===== src/rtl/core/mwp_pkg.sv =====
// ----------------------------------------------------------------------------
// mwp_pkg - shared types and constants of the matrix word penalty unit
// Operation codes, sequencer states, multiplier control and the fixed
// widths and constants of the scoring rule.
// ----------------------------------------------------------------------------
package mwp_pkg;

    localparam int MAX_WIDTH_DEF    = 8;
    localparam int LETTER_COUNT_DEF = 4;

    localparam int DATA_W   = 32;
    localparam int CFG_W    = 4;
    localparam int LETTER_W = 2;
    localparam int POS_W    = 3;

    localparam logic [CFG_W-1:0]         WIDTH_RESET    = 4'd5;
    localparam logic [DATA_W-1:0]        TOP_COST_SCALE = 32'd10000;
    localparam logic signed [DATA_W-1:0] COST_CAP       = 32'sd1000000;

    typedef enum logic [1:0] {
        OP_WRITE  = 2'd0,
        OP_LEFT   = 2'd1,
        OP_RIGHT  = 2'd2,
        OP_FINISH = 2'd3
    } op_t;

    typedef enum logic [3:0] {
        ST_IDLE,
        ST_LOAD,
        ST_COPY_WAIT,
        ST_MUL,
        ST_MUL_WAIT,
        ST_BACK,
        ST_FIN_RD,
        ST_FIN_LAT,
        ST_FIN_M1,
        ST_FIN_M2,
        ST_FIN_ACC,
        ST_EMIT
    } state_t;

    typedef struct packed {
        logic mul_en;
        logic acc_en;
        logic acc_first;
    } mac_ctrl_t;

endpackage


===== src/rtl/core/mwp_mac.sv =====
// ----------------------------------------------------------------------------
// mwp_mac - shared multiply-accumulate unit
// One 32x32 multiplier keeping the low 32 bits, a product register and an
// accumulator that either loads or adds the registered product.
// ----------------------------------------------------------------------------
module mwp_mac
    import mwp_pkg::*;
(
    input  logic              aclk,
    input  mac_ctrl_t         ctrl,
    input  logic [DATA_W-1:0] op_a,
    input  logic [DATA_W-1:0] op_b,
    output logic [DATA_W-1:0] prod,
    output logic [DATA_W-1:0] acc
);

    logic [DATA_W-1:0] full_prod;
    logic [DATA_W-1:0] prod_reg;
    logic [DATA_W-1:0] acc_reg;

    assign full_prod = op_a * op_b;

    always_ff @(posedge aclk) begin
        if (ctrl.mul_en) begin
            prod_reg <= full_prod;
        end
        if (ctrl.acc_en) begin
            acc_reg <= ctrl.acc_first ? prod_reg : acc_reg + prod_reg;
        end
    end

    assign prod = prod_reg;
    assign acc  = acc_reg;

endmodule


===== config.mk =====
export PLATFORM = sky130hd
export DESIGN_NAME = mwp_mac
export DESIGN_NICKNAME = d
export VERILOG_FILES = /design/src/rtl/core/mwp_pkg.sv /design/src/rtl/core/mwp_mac.sv
export SDC_FILE = /design/constraint.sdc
export NUM_CORES = 1
export LEC_CHECK = 0
export BUFFER_PORTS_ARGS = -buffer_cell sky130_fd_sc_hd__buf_4
export CAP_MARGIN = 20
export CORE_AREA = 2 2 224 226
export CTS_BUF_LIST = sky130_fd_sc_hd__clkbuf_4 sky130_fd_sc_hd__clkbuf_8
export DETAILED_ROUTE_END_ITERATION = 7
export DIE_AREA = 0 0 226 228
export SLEW_MARGIN = 40
export SYNTH_ARGS = -nofsm -noshare
export SYNTH_HDL_FRONTEND = slang
export SYNTH_SLANG_ARGS = --single-unit

===== constraint.sdc =====
create_clock -name aclk -period 6.79 [get_ports aclk]
set_input_delay 0.679 -clock aclk [delete_from_list [all_inputs] [get_ports aclk]]
set_output_delay 0.679 -clock aclk [all_outputs]
set_load 0.005 [all_outputs]

==> metrics.csv, run 1 <==
metric,value,unit
final_cell_mix,"inv_1 (399), fa_1 (396), nand2_1 (311)",
drc,0,
setup_violations,0,
min_period,6.756,ns
skew,0.01538,ns
min_period_over_period,0.9950,
status,finished clean,
ys_seq_elements,64,
syn-num-nets,2717,
fillCellCount,4664,
r2r_slack,3.44,ns
endpoint,prod[30],
synth-main-ff-cell,edfxtp_1,
finalWorstSetupSlack,0.03388,ns
die_w,226,um
synth_cell_types,54,
ys_seq_area_frac,0.09904,
drt-initial-drc-count,886,
critPathMaxFanout,6,
postPlaceCellArea,22530,um2
globalplace.congestion,0.9233,
syn_area_per_cell,9.302,um2
startpoint_type,input port,
start_util,0.3932,
stdcell_area,23250,um2
final_common_cell,inv_1,
fmax,148.0,MHz
vias,14930,
post_drt_via_cell_ratio,4.956,
hp-class,reg2reg,
dp_slack,-0.4915,ns
syn_area,19400,um2
r2r-end,acc[28],
globalRouteTotalUtil,0.2195,
dr.pass1.iters,5,
async_flop_share,0,
coreArea,49350,um2
tightest_slew,0.6119,ns
hold_viol,0,
final_antenna_net_count,0,
r2r_start,prod[0],
totalWireLength,55520,um
grt_pass1_vias,15870,
numCtsBuffers,9,
cp-end-kind,flop,
wire_per_inst,18.43,um
die_h,228,um
cap_violations,0,
dp_hpwl,47330,um
h-tree-depth,3,
io_pins,132,
required,6.90,ns
rsz0062_at_grt,yes,
syn2layout_area_growth,19.81,%
final_layout_size_suffix_gt1_frac,0.1845,
ctsLongestPathBuffers,2,
maxSlewViolCount,0,
grt_start_max_net_pins,58,
synth_edf_count,64,
die_area,51530,um2
antenna_found_initial,0,
io_buffers,131,
setup_tns,0,ns
clkTransAtPathRegs,0.08,ns
fin_nets,2967,
arrival,6.86,ns
root_buffer,clkbuf_8,
cts_tree,built,
syn_inst,2086,
grt_first_pass_wirelength,87290,um
cp-startpoint,op_a[12],
r2r_cells,12,
worstSkewPairLatency,0.35,ns
ys_warn_count,0,
cts_sinks,64,
slew_headroom,0.5815,
diodes,0,
path_class,in2reg,
grt-ovfl-total,0,
fp-row-count,82,
critical path, stage by stage:
cell and delay, ns:
buf_4 0.14, buf_12 0.13, buf_4 0.16, and2_1 0.16
fa_2 0.47, fa_1 0.45, fa_1 0.49, inv_1 0.07
fa_1 0.49, inv_1 0.06, fa_1 0.48, fa_1 0.58
fa_1 0.46, fa_1 0.56, ha_4 0.23, a21o_1 0.19
a21oi_2 0.14, a21boi_1 0.11, a311oi_2 0.20, buf_4 0.19
o21ai_2 0.05, a21o_1 0.16, a21oi_2 0.14, xnor2_1 0.08
worst min-delay path by stage:
| stage | from | to | cells after the start |
|---|---|---|---|
| after floorplan | prod[17] | acc[17] | 1 |
| after global placement | prod[9] | acc[9] | 2 |
| after detailed placement | prod[9] | acc[9] | 2 |
| after CTS | prod[9] | acc[9] | 2 |
| after global routing | prod[9] | acc[9] | 2 |
| final | prod[9] | acc[9] | 2 |
layout make-up:
cell class                 count  area (um2)  share of cell area
clock buffer                   9       123.9            0.005328
clock inverter                 7       86.33            0.003713
inverter                     409        1535             0.06603
multi-input combinational   1518       15930              0.6851
sequential                    64        1922             0.08266
tap                          672       840.8             0.03616
timing repair buffer         334        2814              0.1210
synthesized netlist by cell type, types with 3 or more instances:
master,count,area share
and4_1,3,0.0014
ha_1,154,0.099
and3_1,4,0.0013
xor2_1,32,0.014
and2_1,273,0.088
edfxtp_1,64,0.099
clkbuf_1,94,0.018
a211o_1,5,0.0023
fa_1,409,0.42
a211oi_1,4,0.0015
o21a_1,11,0.0043
a21oi_1,44,0.011
nor3_1,8,0.0021
inv_1,409,0.079
nand3_1,11,0.0028
a21boi_1,3,0.0012
a31oi_1,5,0.0016
nand2b_1,7,0.0023
o21ai_0,20,0.0052
xnor2_1,77,0.035
nand2_1,313,0.061
mux2_2,3,0.0017
a2111oi_0,3,0.0014
o21bai_1,8,0.0031
o31ai_1,7,0.0027
nor2b_1,4,0.0013
a21o_1,24,0.0093
nor3b_1,3,0.0012
o21ai_1,27,0.0070
nor2_1,26,0.0050
metrics by stage:
step / util / hold slack [ns] / cells
6_report: 0.4711 / 0.6031 / 3013
5_1_grt: 0.4711 / 0.6448 / 3013
4_1_cts: 0.4634 / 0.6056 / 3006
3_5_place_dp: 0.4565 / 0.5832 / 2984
3_3_place_gp: 0.4565 / 0.5854 / 2984
2_1_floorplan: - / 0.5760 / 2086
cell families (layout without fill, tap and decap cells):
| group | Yosys count | after routing | synth area share |
|---|---|---|---|
| multiplexers | 5 | 5 | 0.002773 |
| adder cells (fa/ha/maj) | 563 | 563 | 0.5212 |
| flip-flops | 64 | 64 | 0.09904 |
| buffers and inverters | 504 | 759 | 0.09749 |
| AND/OR/NAND/NOR | 657 | 657 | 0.1676 |
| AO/OA/AOI/OAI | 184 | 184 | 0.06261 |
| XOR/XNOR | 109 | 109 | 0.04920 |
routing by layer:
metal  track usage  routed length (um)  part of all wire
met1        0.3117               24550              0.44
met2        0.3518               25670              0.46
met3       0.02743                3686             0.066
met4       0.06353                1617             0.029
met5             0                   0                 0
timing repair:
item,4_1_cts,5_1_grt
resized for setup,17,83
hold buffers,0,0
setup endpoints to repair,3,9
buffers inserted,6,7
gates cloned,0,1
pin swaps,16,58
Power of run 1 is not shown: default switching activity piles up to over one toggle a cycle in this logic, so the estimate is an artifact.
==> run 2, diff against run 1 <==
==> constraint.sdc (replaced) <==
create_clock -name aclk -period 6.9 [get_ports aclk]
set_input_delay 0.69 -clock aclk [delete_from_list [all_inputs] [get_ports aclk]]
set_output_delay 0.69 -clock aclk [all_outputs]
set_load 0.005 [all_outputs]
==> run 2 against run 1 <==
Effect of this change: core utilization is 0.45 points lower; via count is 0.66% lower; critical path depth is 1 lower; flip-flop and latch count stayed put; largest cell class unchanged; die area stayed put; clock-buffer cell count stayed put; worst hold slack worse by 0.0016 ns; clock skew is 0.0072 ns lower; cell count hardly changed; critical path type unchanged.
==> metrics.csv, run 2 (synthesized netlist as in run 1, its figures left out) <==
metric,value,unit,change
status,finished clean,,
dp_hpwl,48360,um,+2.2%
min_period_over_period,0.9844,,
coreArea,49350,um2,unchanged
drt-initial-drc-count,913,,+3.0%
globalRouteTotalUtil,0.2230,,+0.003486
globalplace.congestion,0.9287,,+0.58%
die_h,228,um,unchanged
arrival,6.88,ns,+0.02 ns
worstSkewPairLatency,0.34,ns,about the same
final_cell_mix,"inv_1 (400), fa_1 (392), buf_4 (315)",,
io_buffers,131,,unchanged
vias,14840,,-0.66%
numCtsBuffers,9,,unchanged
grt-ovfl-total,0,,unchanged
min_period,6.792,ns,
path_class,in2reg,,
wire_per_inst,18.58,um,+0.81%
maxSlewViolCount,0,,unchanged
ctsLongestPathBuffers,2,,unchanged
grt_start_max_net_pins,58,,unchanged
stdcell_area,23030,um2,-0.96%
clkTransAtPathRegs,0.07,ns,about the same
final_antenna_net_count,0,,unchanged
cap_violations,0,,unchanged
grt_pass1_vias,15810,,-0.37%
diodes,0,,unchanged
skew,0.008204,ns,-0.007177 ns
cts_sinks,64,,unchanged
io_pins,132,,unchanged
die_area,51530,um2,unchanged
hp-class,reg2reg,,
drc,0,,unchanged
hold_viol,0,,unchanged
grt_first_pass_wirelength,88230,um,+1.1%
postPlaceCellArea,22520,um2,about the same
die_w,226,um,unchanged
slew_headroom,0.5974,,+0.01585
cts_tree,built,,
critPathMaxFanout,10,,+4
start_util,0.3932,,unchanged
fin_nets,2968,,+0.034%
antenna_found_initial,0,,unchanged
fmax,147.2,MHz,
setup_violations,0,,unchanged
post_drt_via_cell_ratio,4.922,,-0.69%
r2r_slack,3.59,ns,+0.15 ns
dr.pass1.iters,5,,unchanged
cp-end-kind,flop,,
final_common_cell,inv_1,,
totalWireLength,55990,um,+0.84%
root_buffer,clkbuf_8,,
h-tree-depth,3,,unchanged
fp-row-count,82,,unchanged
final_layout_size_suffix_gt1_frac,0.1806,,-0.003922
required,6.99,ns,+0.09 ns
postCtsHoldBufs,0,,unchanged
syn2layout_area_growth,18.66,%,
startpoint_type,input port,,
tightest_slew,0.5887,ns,-0.02318 ns
## run 2: cell count changes in the layout (fill, tap and decap cells not counted), sizes merged
| cell | delta |
|---|---|
| clkinvlp | -1 |
| clkbuf | -1 |
| clkinv | +1 |
| buf | +2 |
## run 2: layout make-up
class / count / area, um2
clock inverter: 7 / 86.33
fill: 4701 / 26320
sequential: 64 / 1922
tap: 672 / 840.8
multi-input combinational: 1518 / 15830
clock buffer: 9 / 123.9
timing repair buffer: 335 / 2689
inverter: 409 / 1535
## run 2: layer usage
metal / share of wire / vias up / GRT usage
met3: 0.062 / 50 / 0.02202
li1: - / 6801 / -
met4: 0.018 / 0 / 0.04512
met5: 0 / - / 0
met1: 0.43 / 7519 / 0.3114
met2: 0.49 / 465 / 0.3769
## run 2: metrics by stage
step	utilization	setup TNS [ns]	std cells	hold WS (ns)	setup slack (ns)
6_report	0.4666	0	3014	0.6015	0.1078
5_1_grt	0.4666	-0.05496	3014	0.6315	-0.04645
3_5_place_dp	0.4563	-2.460	2990	0.5921	-0.3769
3_3_place_gp	0.4563	-2.102	2990	0.5910	-0.3593
2_1_floorplan	-	0	2086	0.5760	0.005322
4_1_cts	0.4606	0	3006	0.5998	0.003467
## run 2: final timing paths
kind / cells after the start / from / end
max: 23 / op_b[5] / prod[30]
max reg2reg: 12 / prod[0] / acc[16]
min reg2reg: 2 / prod[9] / acc[9]
min: 2 / prod[9] / acc[9]
## run 2: worst max-delay path, cell delays in order
cell and delay (ns):
buf_4 0.15, buf_4 0.18, and2_1 0.18, fa_1 0.56, fa_1 0.45, fa_1 0.52
inv_1 0.06, fa_1 0.47, inv_1 0.05, fa_1 0.46, fa_1 0.59, fa_1 0.46
fa_1 0.58, ha_4 0.23, a21o_1 0.17, a21oi_2 0.19, a21boi_2 0.10, a311oi_2 0.18
buf_4 0.18, o21ai_2 0.05, a21o_1 0.18, a21oi_2 0.14, xnor2_1 0.07
## run 2: timing repair
item | 4_1_cts | 5_1_grt
pin swaps | 0 | 74
endpoints found under the hold margin | 0 | 0
gates cloned | 0 | 0
endpoints found under the setup margin | 1 | 9
buffers inserted | 0 | 8
gates resized for setup | 1 | 67
Power of run 2 is left out for the same reason.
==> run 3, diff against run 2 <==
--- a/config.mk
+++ b/config.mk
@@ -7,10 +7,13 @@
 export LEC_CHECK = 0
 export BUFFER_PORTS_ARGS = -buffer_cell sky130_fd_sc_hd__buf_4
 export CAP_MARGIN = 20
+export CELL_PAD_IN_SITES_DETAIL_PLACEMENT = 0
+export CELL_PAD_IN_SITES_GLOBAL_PLACEMENT = 1
 export CORE_AREA = 2 2 224 226
 export CTS_BUF_LIST = sky130_fd_sc_hd__clkbuf_4 sky130_fd_sc_hd__clkbuf_8
 export DETAILED_ROUTE_END_ITERATION = 7
 export DIE_AREA = 0 0 226 228
+export PLACE_DENSITY_LB_ADDON = 0.1
 export SLEW_MARGIN = 40
 export SYNTH_ARGS = -nofsm -noshare
 export SYNTH_HDL_FRONTEND = slang
==> run 3 against run 2 <==
Effect of this change: final area fell by 1.2%; flip-flop and latch count did not move; setup slack improved by 0.067 ns; clock skew rose by 0.0013 ns; cell count fell by 1.3%; global-route usage rose by 0.52 points; worst hold slack improved by 0.0094 ns; critical path depth rose by 2; wire length rose by 0.89%; fmax rose by 0.99%; via count fell by 3.1%.
==> metrics.csv, run 3 (synthesized netlist as in run 1, its figures left out) <==
metric,value,unit,change
status,finished clean,,
post_drt_via_cell_ratio,4.833,,-1.8%
globalplace.congestion,0.8748,,-5.8%
cts_tree,built,,
cp-end-kind,flop,,
cts_sinks,64,,unchanged
io_buffers,131,,unchanged
r2r_slack,3.56,ns,-0.03 ns
grt_start_max_net_pins,58,,unchanged
final_cell_mix,"inv_1 (397), fa_1 (392), nand2_1 (309)",,
hp-class,reg2reg,,
hold_path_startpoint,prod[12],,
arrival,6.85,ns,-0.03 ns
totalWireLength,56480,um,+0.89%
holdPathStages,2,,unchanged
fp-row-count,82,,unchanged
min_period,6.726,ns,-0.06658 ns
root_buffer,clkbuf_8,,
maxSlewViolCount,0,,unchanged
r2r_start,prod[0],,
startpoint_type,input port,,
vias,14370,,-3.1%
coreArea,49350,um2,unchanged
postPlaceCellArea,22270,um2,-1.1%
fmax,148.7,MHz,+0.99%
diodes,0,,unchanged
die_w,226,um,unchanged
whs,0.6109,ns,+0.009440 ns
r2r-end,acc[28],,
final_layout_size_suffix_gt1_frac,0.1694,,-0.01120
grt-ovfl-total,0,,unchanged
tightest_slew,0.6061,ns,+0.01741 ns
final_common_cell,inv_1,,
start_util,0.3932,,unchanged
critPathMaxFanout,17,,+7
slew_headroom,0.5855,,-0.01191
fillCellCount,4850,,+3.2%
drc,0,,unchanged
stdcell_area,22750,um2,-1.2%
setup_violations,0,,unchanged
h-tree-depth,3,,unchanged
wire_per_inst,18.99,um,+2.2%
min_to,acc[12],,
worstSkewPairLatency,0.37,ns,+0.03 ns
dr.pass1.iters,8,,+3
clkTransAtPathRegs,0.07,ns,about the same
antenna_found_initial,0,,unchanged
fin_nets,2929,,-1.3%
r2r_cells,12,,unchanged
cap_violations,0,,unchanged
dp_hpwl,49340,um,+2.0%
drt-initial-drc-count,601,,-34%
hold_viol,0,,unchanged
numCtsBuffers,9,,unchanged
die_h,228,um,unchanged
grt_pass1_vias,15640,,-1.1%
required,7.02,ns,+0.03 ns
syn2layout_area_growth,17.25,%,
setup_tns,0,ns,unchanged
final_antenna_net_count,0,,unchanged
min_period_over_period,0.9747,,-0.009650
die_area,51530,um2,unchanged
grt_first_pass_wirelength,89400,um,+1.3%
ctsLongestPathBuffers,2,,unchanged
path_class,in2reg,,
io_pins,132,,unchanged
skew,0.009537,ns,+0.001332 ns
globalRouteTotalUtil,0.2282,,+0.005243
run 3: cell count changes in the layout (fill, tap and decap cells not counted), sizes merged:
cell | previous run | this run
buf | 335 | 296
bufinv | 2 | 1
clkinvlp | 1 | 0
clkinv | 4 | 5
run 3: what timing repair did:
item	4_1_cts	5_1_grt
resized for setup	1	85
buffers inserted	0	0
hold endpoints to repair	0	0
pin swaps	0	61
hold buffers	0	0
endpoints found under the setup margin	1	10
run 3: layout make-up:
cell class                 instances  area, um2  area share
multi-input combinational       1518      15870      0.6975
timing repair buffer             296       2409      0.1059
sequential                        64       1922     0.08447
inverter                         409       1535     0.06748
tap                              672      840.8     0.03696
clock buffer                       9      123.9    0.005444
clock inverter                     6      51.30    0.002255
run 3: how the worst max path moves through the flow:
stage	from	endpoint	slack, ns	cells after the start
5_1_grt	op_a[13]	prod[30]	-0.03	25
6_report	op_a[13]	prod[30]	0.17	25
3_3_place_gp	op_b[5]	prod[31]	-0.31	24
3_5_place_dp	op_b[5]	prod[31]	-0.43	24
2_1_floorplan	op_b[4]	prod[30]	0.005	25
4_1_cts	op_b[5]	prod[31]	0.04	24
run 3: per-layer routing:
metal / part of all wire / GRT usage / up-vias / wire length (um)
met5: 0 / 0 / - / 0
met4: 0.017 / 0.04739 / 0 / 941
met3: 0.033 / 0.01430 / 37 / 1848
met2: 0.50 / 0.3950 / 267 / 27970
met1: 0.46 / 0.3155 / 7341 / 25720
li1: - / - / 6729 / -
run 3: metrics by stage:
stage / setup slack, ns / util / cells
4_1_cts: 0.04091 / 0.4548 / 2975
2_1_floorplan: 0.005322 / - / 2086
5_1_grt: -0.03083 / 0.4610 / 2974
3_5_place_dp: -0.4313 / 0.4512 / 2960
6_report: 0.1744 / 0.4610 / 2974
3_3_place_gp: -0.3149 / 0.4512 / 2960
run 3: worst max-delay path, cell delays in order:
cell and delay [ns]:
buf_4 0.11, buf_12 0.15, nand2_1 0.08, fa_1 0.48
fa_2 0.54, inv_1 0.05, fa_2 0.51, inv_1 0.05
fa_1 0.48, inv_1 0.05, fa_1 0.48, fa_2 0.56
fa_1 0.43, fa_1 0.47, ha_4 0.28, a21o_1 0.17
a21o_1 0.16, a21oi_2 0.17, a21boi_2 0.08, a311oi_2 0.19
buf_4 0.18, o21ai_2 0.05, a21o_1 0.19, a21oi_2 0.14
xnor2_1 0.07
Power of run 3 is left out for the same reason.
